<file path="src/rtl/order_fifo_with_cancel_defines.svh">
// ----------------------------------------------------------------------------
// Order FIFO with cancel: assertion macros
// Concurrent assertion helpers used by the RTL modules of the order queue.
// ----------------------------------------------------------------------------
`ifndef ORDER_FIFO_WITH_CANCEL_DEFINES_SVH
`define ORDER_FIFO_WITH_CANCEL_DEFINES_SVH

`ifndef SYNTH
// Same-cycle implication, disabled during reset.
`define OFC_ASSERT_IMPLIES(label, clk, rst, ante, cons) \
   label: assert property (@(posedge clk) disable iff (rst) (ante) |-> (cons)) \
      else $error("assertion failed");
// Next-cycle implication, disabled during reset.
`define OFC_ASSERT_NEXT(label, clk, rst, ante, cons) \
   label: assert property (@(posedge clk) disable iff (rst) (ante) |=> (cons)) \
      else $error("assertion failed");
`else
`define OFC_ASSERT_IMPLIES(label, clk, rst, ante, cons)
`define OFC_ASSERT_NEXT(label, clk, rst, ante, cons)
`endif

`endif

</file>
<file path="src/rtl/ofc_pkg.sv">
// ----------------------------------------------------------------------------
// Order FIFO with cancel: package
// Field widths, operation and status codes, and shared structures.
// ----------------------------------------------------------------------------
package ofc_pkg;

   localparam int ID_W    = 31;
   localparam int QTY_W   = 31;
   localparam int MODE_W  = 2;
   localparam int STAT_W  = 3;
   localparam int CNT_W   = 7;
   localparam int SUM_W   = 40;
   localparam int REQ_W   = 64;
   localparam int RSP_W   = STAT_W + 4 * ID_W + CNT_W + SUM_W;
   localparam int RSP_PAD = ((RSP_W + 7) / 8) * 8;

   typedef enum logic [MODE_W-1:0] {
      MODE_APPEND     = 2'd0,
      MODE_POP_FRONT  = 2'd1,
      MODE_POP_BACK   = 2'd2,
      MODE_CANCEL     = 2'd3
   } mode_type;

   typedef enum logic [STAT_W-1:0] {
      ST_OK        = 3'd0,
      ST_EMPTY     = 3'd1,
      ST_NOT_FOUND = 3'd2,
      ST_FULL      = 3'd3,
      ST_DUP       = 3'd4
   } status_type;

   // Per-slot control from the queue controller.
   typedef struct packed {
      logic shift;
      logic load;
   } slot_ctrl_type;

   // Result record; the last listed field (status) sits in the lowest bits.
   typedef struct packed {
      logic [SUM_W-1:0] total_qty;
      logic [CNT_W-1:0] entry_count;
      logic [QTY_W-1:0] front_qty;
      logic [ID_W-1:0]  front_id;
      logic [QTY_W-1:0] removed_qty;
      logic [ID_W-1:0]  removed_id;
      status_type       status;
   } rsp_type;

endpackage

</file>
<file path="src/rtl/ofc_slot.sv">
// ----------------------------------------------------------------------------
// Order FIFO with cancel: queue slot
// One position of the compacted queue. Holds an order, compares its id with
// the incoming transaction, and either keeps, loads or takes its neighbor.
// ----------------------------------------------------------------------------
module ofc_slot (
   input  logic                      clock,
   input  logic                      reset,
   input  logic                      en,
   input  ofc_pkg::slot_ctrl_type    ctrl,
   input  logic [ofc_pkg::ID_W-1:0]  req_id,
   input  logic [ofc_pkg::QTY_W-1:0] req_qty,
   input  logic [ofc_pkg::ID_W-1:0]  nb_id,
   input  logic [ofc_pkg::QTY_W-1:0] nb_qty,
   input  logic                      nb_valid,
   output logic [ofc_pkg::ID_W-1:0]  id,
   output logic [ofc_pkg::QTY_W-1:0] qty,
   output logic                      valid,
   output logic                      hit,
   output logic [ofc_pkg::ID_W-1:0]  nxt_id,
   output logic [ofc_pkg::QTY_W-1:0] nxt_qty,
   output logic                      nxt_valid
);

   logic [ofc_pkg::ID_W-1:0]  id_ff, id_in;
   logic [ofc_pkg::QTY_W-1:0] qty_ff, qty_in;
   logic                      valid_ff, valid_in;

   always_comb begin
      id_in    = id_ff;
      qty_in   = qty_ff;
      valid_in = valid_ff;
      if (ctrl.shift) begin
         id_in    = nb_id;
         qty_in   = nb_qty;
         valid_in = nb_valid;
      end else if (ctrl.load) begin
         id_in    = req_id;
         qty_in   = req_qty;
         valid_in = 1'b1;
      end
   end

   always_ff @(posedge clock) begin
      if (reset) begin
         valid_ff <= 1'b0;
      end else if (en) begin
         valid_ff <= valid_in;
      end
   end

   always_ff @(posedge clock) begin
      if (en) begin
         id_ff  <= id_in;
         qty_ff <= qty_in;
      end
   end

   assign id        = id_ff;
   assign qty       = qty_ff;
   assign valid     = valid_ff;
   assign hit       = valid_ff && (id_ff == req_id);
   assign nxt_id    = id_in;
   assign nxt_qty   = qty_in;
   assign nxt_valid = valid_in;

endmodule

</file>
<file path="config.mk">
export PLATFORM = sky130hd
export DESIGN_NAME = ofc_slot
export DESIGN_NICKNAME = d
export VERILOG_FILES = /design/src/rtl/order_fifo_with_cancel_defines.svh /design/src/rtl/ofc_pkg.sv /design/src/rtl/ofc_slot.sv
export SDC_FILE = /design/constraint.sdc
export NUM_CORES = 1
export LEC_CHECK = 0
export BUFFER_PORTS_ARGS = -buffer_cell sky130_fd_sc_hd__buf_2
export CAP_MARGIN = 10
export CORE_AREA = 2 2 99 101
export CTS_CLUSTER_DIAMETER = 80
export DETAILED_ROUTE_END_ITERATION = 10
export DIE_AREA = 0 0 101 103
export PLACE_DENSITY = 0.81
export SLEW_MARGIN = 10
export SYNTH_ARGS = -nofsm -noshare
export SYNTH_HDL_FRONTEND = slang
export SYNTH_SLANG_ARGS = --single-unit
</file>
<file path="constraint.sdc">
create_clock -name clock -period 2.4 [get_ports clock]
set_input_delay 0.12 -clock clock [delete_from_list [all_inputs] [get_ports clock]]
set_output_delay 0.12 -clock clock [all_outputs]
set_load 0.02 [all_outputs]
</file>
==> impl_metrics.sql <==
INSERT INTO impl_metrics (metric_group, metric, value, unit) VALUES
('drt', 'vias', '3410', ''),
('clock_tree', 'cts-htree-levels', '3', ''),
('placed_design', 'port-buffer-count', '256', ''),
('floorplan', 'start_util', '37.4', '%'),
('floorplan', 'die_width', '101', 'um'),
('pwr', 'switching_share', '32.4', '%'),
('floorplan', 'dieHeight', '103', 'um'),
('drt', 'post-route-drc-count', '0', ''),
('synth', 'synth_area', '3540', 'um2'),
('synth', 'synthCells', '317', ''),
('drt', 'routed_wire_length', '10.8', 'mm'),
('sta', 'setup-violations-final', '0', ''),
('synth', 'async_reset_ff_share', '0', '%'),
('sta', 'timing.fmax', '0.494', 'GHz'),
('clock_tree', 'tritoncts', 'done', ''),
('sta', 'timing.max_slew.rel_slack', '63.4', '%'),
('outcome', 'run_status', 'complete, no violations', ''),
('critical_path', 'worst_setup_path_end_kind', 'output port', ''),
('clock_tree', 'clock-sinks', '63', ''),
('sta', 'timing.final.crit_share', '84.4', '%'),
('drt', 'firstDrtPassIters', '5', ''),
('global_route', 'grt-ovfl-total', '0', ''),
('sta', 'fin_hold_viols', '0', ''),
('synth', 'yosysWarnings', '0', ''),
('synth', 'post_synth.cell_area_avg', '11.2', 'um2'),
('synth', 'yosys.cell_count.top_type', 'nand2_1', ''),
('drt', 'detailroute.wirelength.met3', '808', 'um'),
('clock_tree', 'tritoncts.num_buffers', '9', ''),
('drt', 'routed.top_layer', 'met4', ''),
('critical_path', 'worst_ep_arrival_time', '1910', 'ps'),
('synth', 'syn_nets', '447', ''),
('synth', 'synth.yosys.seq_area_share', '53.1', '%'),
('pwr', 'power.net_switching', '975', 'uW'),
('pwr', 'leakagePower', '0.00249', 'uW'),
('pwr', 'cellInternalPower', '2040', 'uW'),
('pwr', 'max-vdd-ir-drop', '344', 'uV'),
('clock_tree', 'cts.repair.resized', '0', ''),
('layout', 'fin_nets', '698', ''),
('pwr', 'pwr-share-comb', '27.9', '%'),
('synth', 'yosys_register_bits', '63', ''),
('critical_path', 'worst-path-max-fanout', '3', ''),
('synth', 'synth_enable_flop_cells', '62', ''),
('pwr', 'clock_power_share', '26.5', '%'),
('critical_path', 'type_of_element_launching_the_critical_path', 'register', ''),
('layout', 'n_diodes', '0', ''),
('placed_design', 'dpl.hpwl', '8.35', 'mm'),
('critical_path', 'timing.setup.critical_path_class', 'register to output port', ''),
('synth', 'ys_dominant_reg_cell', 'edfxtp_1', ''),
('placed_design', 'place.gp.congestion', '0.828', ''),
('layout', 'fillerInstances', '841', ''),
('drt', 'wl_per_cell', '15.7', 'um'),
('global_route', 'global_route.usage.total', '19.1', '%'),
('pwr', 'proportion_of_power_drawn_by_flip_flops_and_latches', '45.6', '%'),
('critical_path', 'required', '2280', 'ps'),
('job', 'maxCapViolations', '0', ''),
('global_route', 'grt_pass1_wl', '15.3', 'mm'),
('synth', 'netlist_top_cells_count', 'nand2_1, mux2i_1, o21ai_0, edfxtp_1, xor2_1', ''),
('sta', 'unrepaired_setup_endpoints_after_global_routing', 'false', ''),
('clock_tree', 'cts_root_buf', 'clkbuf_8', ''),
('drt', 'route.met2.wl', '5.52', 'mm'),
('drt', 'route.detailed.vias_per_inst', '4.96', ''),
('sta', 'clock_skew', '0', 'ps'),
('layout', 'fraction_of_layout_instances_using_a_drive_strength_above_1', '47.8', '%'),
('drt', 'detail_route.wirelength.met1', '4.25', 'mm'),
('clock_tree', 'worst_skew_pair.late_latency', '330', 'ps'),
('drt', 'ant_nets', '0', ''),
('sta', 'worst_slew_pin_slew', '548', 'ps'),
('sta', 'fin_setup_tns', '0', 'ps'),
('clock_tree', 'ctsLongestPathBuffers', '2', ''),
('layout', 'area_growth_syn_to_layout', '43.6', '%'),
('sta', 'post-route-min-period', '2030', 'ps');
## sequential cells by signal, indices dropped and copies added, names as in the netlist
register / cells
id: 31
qty: 31
valid: 1
## worst max-delay path: stages, from the launching register on
cell	delay, ps
edfxtp_1	420
xor2_1	190
nor4_1	340
nand4_1	230
nor4_2	200
buf_2	210
## routing by layer
metal / track usage [%] / up-vias
li1: - / 1661
met1: 21.1 / 1569
met2: 34.7 / 161
met3: 5.42 / 19
met4: 8.00 / 0
met5: 0 / -
## worst paths after layout
path / start / endpoint / slack, ps / depth (start not counted)
max: id[12]$_DFFE_PP_ / hit / 370 / 5
min: nb_qty[18] / qty[18]$_DFFE_PP_ / 100 / 3
max reg2reg: valid$_SDFFE_PP0P_ / valid$_SDFFE_PP0P_ / 1310 / 4
min reg2reg: valid$_SDFFE_PP0P_ / valid$_SDFFE_PP0P_ / 590 / 2
## logic make-up after synthesis
group	count (synthesis)	synth area share, %
multiplexers	63	17.8
buffers and inverters	21	3.18
AND/OR/NAND/NOR	76	9.29
AO/OA/AOI/OAI	63	8.90
flip-flops	63	53.1
XOR/XNOR	31	7.67
## power groups by stage
| stage | Combinational, uW | Sequential, uW | Clock, uW |
|---|---|---|---|
| after floorplan | 373 | 1490 | 0 |
| after global placement | 825 | 1390 | 0 |
| after detailed placement | 843 | 1400 | 0 |
| after CTS | 846 | 1370 | 825 |
| after global routing | 903 | 1380 | 866 |
| final | 839 | 1370 | 797 |
## metrics by stage
step	utilization [%]	hold WS (ps)	setup WS (ps)	cells	total power (uW)
after floorplan	-	192	718	317	1870
after global placement	51.9	280	695	670	2210
after detailed placement	51.9	280	683	670	2240
after CTS	53.7	80.6	301	687	3050
after global routing	53.7	102	182	687	3150
final	53.7	102	374	687	3010
## cell usage in the layout (no fill, tap or decap)
| cell | netlist | routed |
|---|---|---|
| xor2_1 | 24 | 24 |
| xnor2_1 | 7 | 7 |
| nor4_2 | 3 | 3 |
| nor2_1 | 2 | 2 |
| edfxtp_1 | 62 | 62 |
| nor4_1 | 4 | 4 |
| nand4_1 | 3 | 3 |
| dfxtp_1 | 1 | 1 |
| clkbuf_1 | 6 | 5 |
| buf_2 | 9 | 254 |
| nand2_1 | 64 | 64 |
| mux2i_1 | 63 | 63 |
| buf_4 | 6 | 4 |
| dlygate4sd3_1 | 0 | 1 |
| clkbuf_8 | 0 | 10 |
| buf_12 | 0 | 2 |
| clkinv_2 | 0 | 1 |
| o21ai_0 | 63 | 63 |
## layout make-up
type | instances | area [um2] | area share [%]
Tap cell | 114 | 143 | 2.81
Sequential cell | 63 | 1880 | 37.0
Clock inverter | 1 | 5.00 | 0.0984
Timing Repair Buffer | 261 | 1350 | 26.6
Multi-Input combinational cell | 233 | 1550 | 30.4
Clock buffer | 15 | 156 | 3.08
No activity file was read; power rests on OpenSTA's default activity.
