<file path="src/rtl/order_fifo_with_cancel_defines.svh">
// ----------------------------------------------------------------------------
// Order FIFO with cancel: assertion macros
// Concurrent assertion helpers used by the RTL modules of the order queue.
// ----------------------------------------------------------------------------
`ifndef ORDER_FIFO_WITH_CANCEL_DEFINES_SVH
`define ORDER_FIFO_WITH_CANCEL_DEFINES_SVH

`ifndef SYNTH
// Same-cycle implication, disabled during reset.
`define OFC_ASSERT_IMPLIES(label, clk, rst, ante, cons) \
   label: assert property (@(posedge clk) disable iff (rst) (ante) |-> (cons)) \
      else $error("assertion failed");
// Next-cycle implication, disabled during reset.
`define OFC_ASSERT_NEXT(label, clk, rst, ante, cons) \
   label: assert property (@(posedge clk) disable iff (rst) (ante) |=> (cons)) \
      else $error("assertion failed");
`else
`define OFC_ASSERT_IMPLIES(label, clk, rst, ante, cons)
`define OFC_ASSERT_NEXT(label, clk, rst, ante, cons)
`endif

`endif

</file>
<file path="src/rtl/ofc_pkg.sv">
// ----------------------------------------------------------------------------
// Order FIFO with cancel: package
// Field widths, operation and status codes, and shared structures.
// ----------------------------------------------------------------------------
package ofc_pkg;

   localparam int ID_W    = 31;
   localparam int QTY_W   = 31;
   localparam int MODE_W  = 2;
   localparam int STAT_W  = 3;
   localparam int CNT_W   = 7;
   localparam int SUM_W   = 40;
   localparam int REQ_W   = 64;
   localparam int RSP_W   = STAT_W + 4 * ID_W + CNT_W + SUM_W;
   localparam int RSP_PAD = ((RSP_W + 7) / 8) * 8;

   typedef enum logic [MODE_W-1:0] {
      MODE_APPEND     = 2'd0,
      MODE_POP_FRONT  = 2'd1,
      MODE_POP_BACK   = 2'd2,
      MODE_CANCEL     = 2'd3
   } mode_type;

   typedef enum logic [STAT_W-1:0] {
      ST_OK        = 3'd0,
      ST_EMPTY     = 3'd1,
      ST_NOT_FOUND = 3'd2,
      ST_FULL      = 3'd3,
      ST_DUP       = 3'd4
   } status_type;

   // Per-slot control from the queue controller.
   typedef struct packed {
      logic shift;
      logic load;
   } slot_ctrl_type;

   // Result record; the last listed field (status) sits in the lowest bits.
   typedef struct packed {
      logic [SUM_W-1:0] total_qty;
      logic [CNT_W-1:0] entry_count;
      logic [QTY_W-1:0] front_qty;
      logic [ID_W-1:0]  front_id;
      logic [QTY_W-1:0] removed_qty;
      logic [ID_W-1:0]  removed_id;
      status_type       status;
   } rsp_type;

endpackage

</file>
<file path="src/rtl/ofc_out_buf.sv">
// ----------------------------------------------------------------------------
// Order FIFO with cancel: result buffer
// Output register with a skid stage, so a new transaction is taken while a
// finished result still waits on the result channel.
// ----------------------------------------------------------------------------
`include "order_fifo_with_cancel_defines.svh"

module ofc_out_buf (
   input  logic                      clock,
   input  logic                      reset,
   input  logic                      in_valid,
   output logic                      in_ready,
   input  logic [ofc_pkg::RSP_W-1:0] in_data,
   output logic                      out_valid,
   input  logic                      out_ready,
   output logic [ofc_pkg::RSP_W-1:0] out_data
);

   logic                      main_valid_ff, main_valid_in;
   logic                      skid_valid_ff, skid_valid_in;
   logic [ofc_pkg::RSP_W-1:0] main_ff, main_in;
   logic [ofc_pkg::RSP_W-1:0] skid_ff, skid_in;
   logic                      take;
   logic                      put;

   assign in_ready = !skid_valid_ff;
   assign take     = main_valid_ff && out_ready;
   assign put      = in_valid && !skid_valid_ff;

   always_comb begin
      main_valid_in = main_valid_ff;
      skid_valid_in = skid_valid_ff;
      main_in       = main_ff;
      skid_in       = skid_ff;
      if (take) begin
         if (skid_valid_ff) begin
            main_in       = skid_ff;
            skid_valid_in = 1'b0;
         end else begin
            main_in       = in_data;
            main_valid_in = put;
         end
      end else if (put) begin
         if (main_valid_ff) begin
            skid_in       = in_data;
            skid_valid_in = 1'b1;
         end else begin
            main_in       = in_data;
            main_valid_in = 1'b1;
         end
      end
   end

   always_ff @(posedge clock) begin
      if (reset) begin
         main_valid_ff <= 1'b0;
         skid_valid_ff <= 1'b0;
      end else begin
         main_valid_ff <= main_valid_in;
         skid_valid_ff <= skid_valid_in;
      end
   end

   always_ff @(posedge clock) begin
      main_ff <= main_in;
      skid_ff <= skid_in;
   end

   assign out_valid = main_valid_ff;
   assign out_data  = main_ff;

   `OFC_ASSERT_IMPLIES(a_skid_has_main, clock, reset, skid_valid_ff, main_valid_ff)
   `OFC_ASSERT_NEXT(a_skid_holds, clock, reset, skid_valid_ff && !out_ready, skid_valid_ff)
   `OFC_ASSERT_NEXT(a_stall_fills_skid, clock, reset, put && main_valid_ff && !out_ready, skid_valid_ff)

endmodule

</file>
<file path="config.mk">
export PLATFORM = sky130hd
export DESIGN_NAME = ofc_out_buf
export DESIGN_NICKNAME = d
export VERILOG_FILES = /design/src/rtl/ofc_pkg.sv /design/src/rtl/ofc_out_buf.sv
export VERILOG_INCLUDE_DIRS = /design/src /design/src/rtl
export SDC_FILE = /design/constraint.sdc
export NUM_CORES = 1
export LEC_CHECK = 0
export ABC_CLOCK_PERIOD_IN_PS = 50600
export BUFFER_PORTS_ARGS = -buffer_cell sky130_fd_sc_hd__buf_2
export CAP_MARGIN = 25
export CORE_AREA = 2 2 198 200
export DETAILED_ROUTE_END_ITERATION = 8
export DIE_AREA = 0 0 200 202
export HOLD_SLACK_MARGIN = 0.02
export PLACE_DENSITY_LB_ADDON = 0.15
export SLEW_MARGIN = 15
export SYNTH_ARGS = -nofsm -noshare
export SYNTH_HDL_FRONTEND = slang
export SYNTH_SLANG_ARGS = --single-unit
</file>
<file path="constraint.sdc">
create_clock -name clock -period 50.6 [get_ports clock]
set_input_delay 15.18 -clock clock [delete_from_list [all_inputs] [get_ports clock]]
set_output_delay 15.18 -clock clock [all_outputs]
set_load 0.05 [all_outputs]
</file>
==> reports/results.ini, run 1 <==
[setup_path]
startpoint_type = input pin
crit_top_cell = buf_4
crit_chain = buf_2, nand2_1, nor3b_2, buf_4, buf_4
max_stage_delay_ns = 0.79
crit_path_end_kind = flip-flop
crit_fanout = 64
required_ns = 50.76
critPathSlowestCell = buf_4
crit_type = in -> reg
worst_ep_arrival_time_ns = 17.11

[synthesis]
ys_ff_latch = 350
syn-num-nets = 732
synth_top_family_by_area = multiplexers
yosysWarnings = 0
synth_area_leaders = edfxtp_1, mux2_4, buf_6
synth_area_leader_cell = edfxtp_1
synth_fa_ha_area_share_pct = 0
yosys.cell_types.count = 14
synthSimpleGateAreaFrac_pct = 0.150
synthXorXnorAreaFrac_pct = 0
synth_top_area_share_pct = 78.5
synth_compound_area_share_pct = 0.207
synth-seq-area-share_pct = 78.8
syn_inst = 554
synth.area.mux_share_pct = 19.2
synth_area_sq_um = 13300
avgSynthCellArea_sq_um = 24.0

[place]
gp_congestion = 0.744
io_buffers = 353
dp_cells = 1415
place_hpwl_mm = 17.7
post-place-ws_ns = 33.03

[final_layout]
stdcell_count = 1491
final_layout_size_suffix_gt1_share_pct = 60.9
final_nets = 1117
final_cell_mix = buf_2, edfxtp_1, mux2_4, clkbuf_16, mux2_2
fill_cells = 3394
final_common_cell = buf_2
areaGrowthSynthToFinish_pct = 26.5

[detailed_routing]
ant_nets = 0
dr.pass1.iters = 6
avgRoutedWirePerCell_um = 18.3
routed_wl_mm = 27.3
vias = 6423
remaining_drc_errors = 0
via_per_inst = 4.31
drt_iter0_drc = 244

[timing]
finalSetupViolCount = 0
setup_tns_ns = 0
clock.fmax_mhz = 59.0
setup_ws_ns = 33.65
grt_setup_unrepaired = no
slew_headroom_pct = 31.9
post-route-period-util_pct = 33.5
worst_pin_slew_ns = 1.02
min_period_ns = 16.95
finalHoldViolCount = 0
finalMaxSlewViolations = 0
fin_skew_ns = 0.00647

[grt]
grt_max_degree = 65
antenna_found_initial = 6
gr-total-overflow = 0
grt_util_all_layers_pct = 13.1
grt_pass1_vias = 6503
grt_first_pass_wirelength_mm = 39.6

[clock_network]
postCtsSetupRepairBufs = 0
numCtsBuffers = 40
cts_tree = done
cts_sinks = 350
h-tree-depth = 2
ctsLongestPathBuffers = 3
cts_resized = 0
clkLatencyLatePin_ns = 0.54
holdBufCountCts = 0
cts.reportedPaths.clkPinSlew_ns = 0.06
root_buffer = clkbuf_16

[pwr]
p_per_area_nw_per_um2 = 41.4
leakagePower_nw = 6.92
p_switching_mw = 0.177
seq_power_share_pct = 49.1
irDropWorstVdd_uv = 31.8
switching_share_pct = 25.3
finalPower_mw = 0.697
power.share.clock_pct = 38.8
pwr-share-comb_pct = 12.2
p_int_mw = 0.520

[min_path]
min_path_type = reg -> reg

[floorplan]
ios = 354
core_sq_um = 38300
die_w_um = 200
initial_utilization_pct = 34.8
die_area_sq_um = 40400
die_y_um = 202
rows = 72

[run]
drv_cap = 0

[outcome]
status = complete, no violations

-- cell families (layout without fill, tap and decap cells) --
logic type	Yosys count	count (layout)
simple gates	4	4
flops	350	350
compound gates	5	5
mux	174	174
buf+inv	21	436
other cells	0	4
-- synth_stat cells --
library cell	instances
mux2_4	160
a211oi_1	1
buf_4	2
edfxtp_1	348
nor3b_1	1
nand3_1	1
buf_2	1
a21oi_1	2
o21ai_0	2
nand2_1	2
mux2_2	14
dfxtp_1	2
inv_1	2
buf_6	16
-- power groups by stage --
| stage | registers, mW | logic, mW | clock network (mW) |
|---|---|---|---|
| finish | 0.342 | 0.0847 | 0.270 |
| global route | 0.344 | 0.0891 | 0.291 |
| CTS | 0.342 | 0.0861 | 0.281 |
| detailed placement | 0.348 | 0.0860 | 0 |
| global placement | 0.348 | 0.0857 | 0 |
| floorplan | 0.398 | 0.0181 | 0 |
-- worst max-delay path: cells and delay by family --
| family | cells | cell delay (ns) |
|---|---|---|
| buffers and inverters | 3 | 1.55 |
| and+or+nand+nor | 2 | 0.29 |
-- routing by layer --
layer	GRT usage (%)	vias to the layer above	part of all wire, %
met5	0	-	0.15
met4	5.26	6	2.7
met3	6.34	55	11
met2	19.5	244	44
met1	16.3	3117	42
li1	-	3001	-
-- sequential cells by signal (all words and copies together) (netlist names) --
register,cells
out_valid,1
out_data,174
skid_ff,174
skid_valid_ff,1
-- layout make-up --
cell class	count	area, sq um	area share, %
well taps	518	648	3.85
clock buffers	54	1070	6.38
repair buffers	362	1830	10.9
diodes	4	10.0	0.0595
clock inverters	18	133	0.788
multi-input cells	183	2640	15.7
inverters	2	7.51	0.0446
flip-flops and latches	350	10500	62.3
-- metrics by stage --
stage	hold WS, ns	area (sq um)	util [%]
CTS	0.543	16800	43.9
global route	0.545	16800	43.9
floorplan	0.509	13300	-
global placement	0.529	15600	40.8
detailed placement	0.533	15600	40.8
finish	0.543	16800	44.0
-- path summary, 6_finish.rpt --
kind | slack [ns] | cells past startpoint | endpoint | from
worst max-delay path | 33.65 | 5 | skid_ff[168] | in_valid
worst min register to register | 0.54 | 1 | out_data[132] | skid_ff[132]
worst max register to register | 47.93 | 4 | out_data[52] | out_valid
worst min-delay path | 0.54 | 1 | out_data[132] | skid_ff[132]
(Power assumes the default switching activity.)
==> run 2, diff against run 1 <==
ABC_CLOCK_PERIOD_IN_PS = 17600   (was 50600)
clock period = 17.6 ns   (was 50.6 ns; I/O delays follow)
==> run 2 against run 1 <==
Effect of this change:
- count of clock-buffer cells in the layout shrank 4
- global-route usage about the same
- first-iteration DRC count rose by 18%
- critical endpoint is now out_data[8]
- largest power group unchanged
==> reports/results.ini, run 2 (same netlist as run 1, synthesis figures left out) <==
[detailed_routing]
routed_wl_mm = 27.0  ; was 27.3 mm
drt_iter0_drc = 287  ; was 244
avgRoutedWirePerCell_um = 18.2  ; was 18.3 um
via_per_inst = 4.31  ; about the same
remaining_drc_errors = 0  ; unchanged
dr.pass1.iters = 4  ; was 6
vias = 6409  ; was 6423
ant_nets = 0  ; unchanged

[clock_network]
postCtsSetupRepairBufs = 0  ; unchanged
cts_tree = done  ; unchanged
root_buffer = clkbuf_16  ; unchanged
h-tree-depth = 2  ; unchanged
clkLatencyLatePin_ns = 0.53  ; was 0.54 ns
ctsLongestPathBuffers = 3  ; unchanged
holdBufCountCts = 0  ; unchanged
cts_sinks = 350  ; unchanged
numCtsBuffers = 39  ; was 40
cts.reportedPaths.clkPinSlew_ns = 0.06  ; about the same
cts_resized = 0  ; unchanged

[floorplan]
core_sq_um = 38300  ; unchanged
die_w_um = 200  ; unchanged
die_y_um = 202  ; unchanged
initial_utilization_pct = 34.8  ; unchanged
rows = 72  ; unchanged
die_area_sq_um = 40400  ; unchanged
ios = 354  ; unchanged

[pwr]
irDropWorstVdd_uv = 85.9  ; was 31.8 uV
p_per_area_nw_per_um2 = 118  ; was 41.4 nW/um^2
leakagePower_nw = 6.93  ; was 6.92 nW

[setup_path]
crit_fanout = 42  ; was 64
crit_type = in -> reg  ; unchanged
crit_family = buffers and inverters  ; unchanged
worst_ep_arrival_time_ns = 7.77  ; was 17.11 ns
crit_path_end_kind = flip-flop  ; unchanged
path_buf_inv = 4  ; was 3
crit_chain = buf_2, nand3_4, buf_4, buf_16, buf_4, mux2_2  ; was buf_2, nand2_1, nor3b_2, buf_4, buf_4
crit_top_cell = buf_4  ; unchanged
critPathSlowestCell = buf_4  ; unchanged
reg2reg_slack_ns = 14.60  ; was 47.93 ns
required_ns = 17.88  ; was 50.76 ns
startpoint_type = input pin  ; unchanged
max_stage_delay_ns = 0.68  ; was 0.79 ns

[timing]
post-route-period-util_pct = 42.6
finalSetupViolCount = 0  ; unchanged
setup_tns_ns = 0  ; unchanged
grt_setup_unrepaired = no  ; unchanged
finalMaxSlewViolations = 0  ; unchanged
clock.fmax_mhz = 133
worst_pin_slew_ns = 1.11  ; was 1.02 ns
min_period_ns = 7.49
slew_headroom_pct = 26.1  ; was 31.9%
finalHoldViolCount = 0  ; unchanged
fin_skew_ns = 0.00893  ; was 0.00647 ns

[place]
io_buffers = 353  ; unchanged
gp_congestion = 0.715  ; was 0.744
place_hpwl_mm = 17.3  ; was 17.7 mm
dp_cells = 1413  ; was 1415

[grt]
grt_util_all_layers_pct = 13.0  ; was 13.1%
antenna_found_initial = 5  ; was 6
grt_max_degree = 175  ; was 65
gr-total-overflow = 0  ; unchanged
grt_pass1_vias = 6593  ; was 6503
grt_first_pass_wirelength_mm = 39.7  ; was 39.6 mm

[final_layout]
final_common_cell = buf_2  ; unchanged
final_nets = 1115  ; was 1117
stdcell_count = 1488  ; was 1491
final_layout_size_suffix_gt1_share_pct = 60.4  ; was 60.9%
areaGrowthSynthToFinish_pct = 26.6  ; was 26.5%
final_cell_mix = buf_2, edfxtp_1, mux2_4, clkbuf_16, clkinv_1  ; was buf_2, edfxtp_1, mux2_4, clkbuf_16, mux2_2
fin_util_pct = 44.0  ; about the same

[run]
drv_cap = 0  ; unchanged

[outcome]
status = complete, no violations  ; unchanged

[min_path]
min_path_type = reg -> reg  ; unchanged

[run 2: changes by cell type in the layout (fill, tap and decap cells not counted), moves of 3 or more]
cell | previous run | this run
buf_4 | 9 | 6
clkbuf_1 | 13 | 9
clkinv_1 | 8 | 16
clkinv_2 | 7 | 3
[run 2: stage by stage]
step / instance area (sq um) / hold WS [ns] / total power, mW / setup WS, ns
4_1_cts: 16800 / 0.540 / 2.03 / 9.82
6_report: 16800 / 0.540 / 1.99 / 10.11
2_1_floorplan: 13300 / 0.509 / 1.19 / 3.81
3_5_place_dp: 15600 / 0.533 / 1.25 / 9.23
5_1_grt: 16800 / 0.552 / 2.07 / 9.98
3_3_place_gp: 15600 / 0.528 / 1.25 / 9.23
[run 2: final cells by class]
cell class / count / area (sq um)
sequential: 350 / 10500
tap: 518 / 648
inverter: 2 / 7.51
clock inverter: 21 / 135
multi-input combinational: 183 / 2640
clock buffer: 50 / 1060
antenna: 3 / 7.51
timing repair buffer: 361 / 1860
fill: 3416 / 21400
[run 2: worst register-to-register path, cell delays in order, from the launching register on]
cell     delay [ns]
dfxtp_1        0.41
nand3_4        0.44
buf_4          0.40
buf_16         0.34
buf_4          0.72
mux2_2         0.44
[run 2: per-layer routing]
metal  vias up  routed length [um]  track usage [%]
met4         6                 697             5.45
li1       2991                   -                -
met1      3116               11300             16.2
met3        49                2880             6.01
met5         -                  40                0
met2       247               12100             19.6
[run 2: path summary, 6_finish.rpt]
path / depth (start not counted) / from / to
setup / recovery: 6 / out_ready / out_data[8]
hold / removal: 1 / skid_ff[43] / out_data[43]
setup reg to reg: 5 / out_valid / out_data[8]
hold reg to reg: 1 / skid_ff[43] / out_data[43]
[run 2: power breakdown]
group	internal [mW]	total [mW]	switching [mW]
combinational	0.0670	0.244	0.177
sequential	0.973	0.984	0.0106
clock	0.452	0.764	0.312
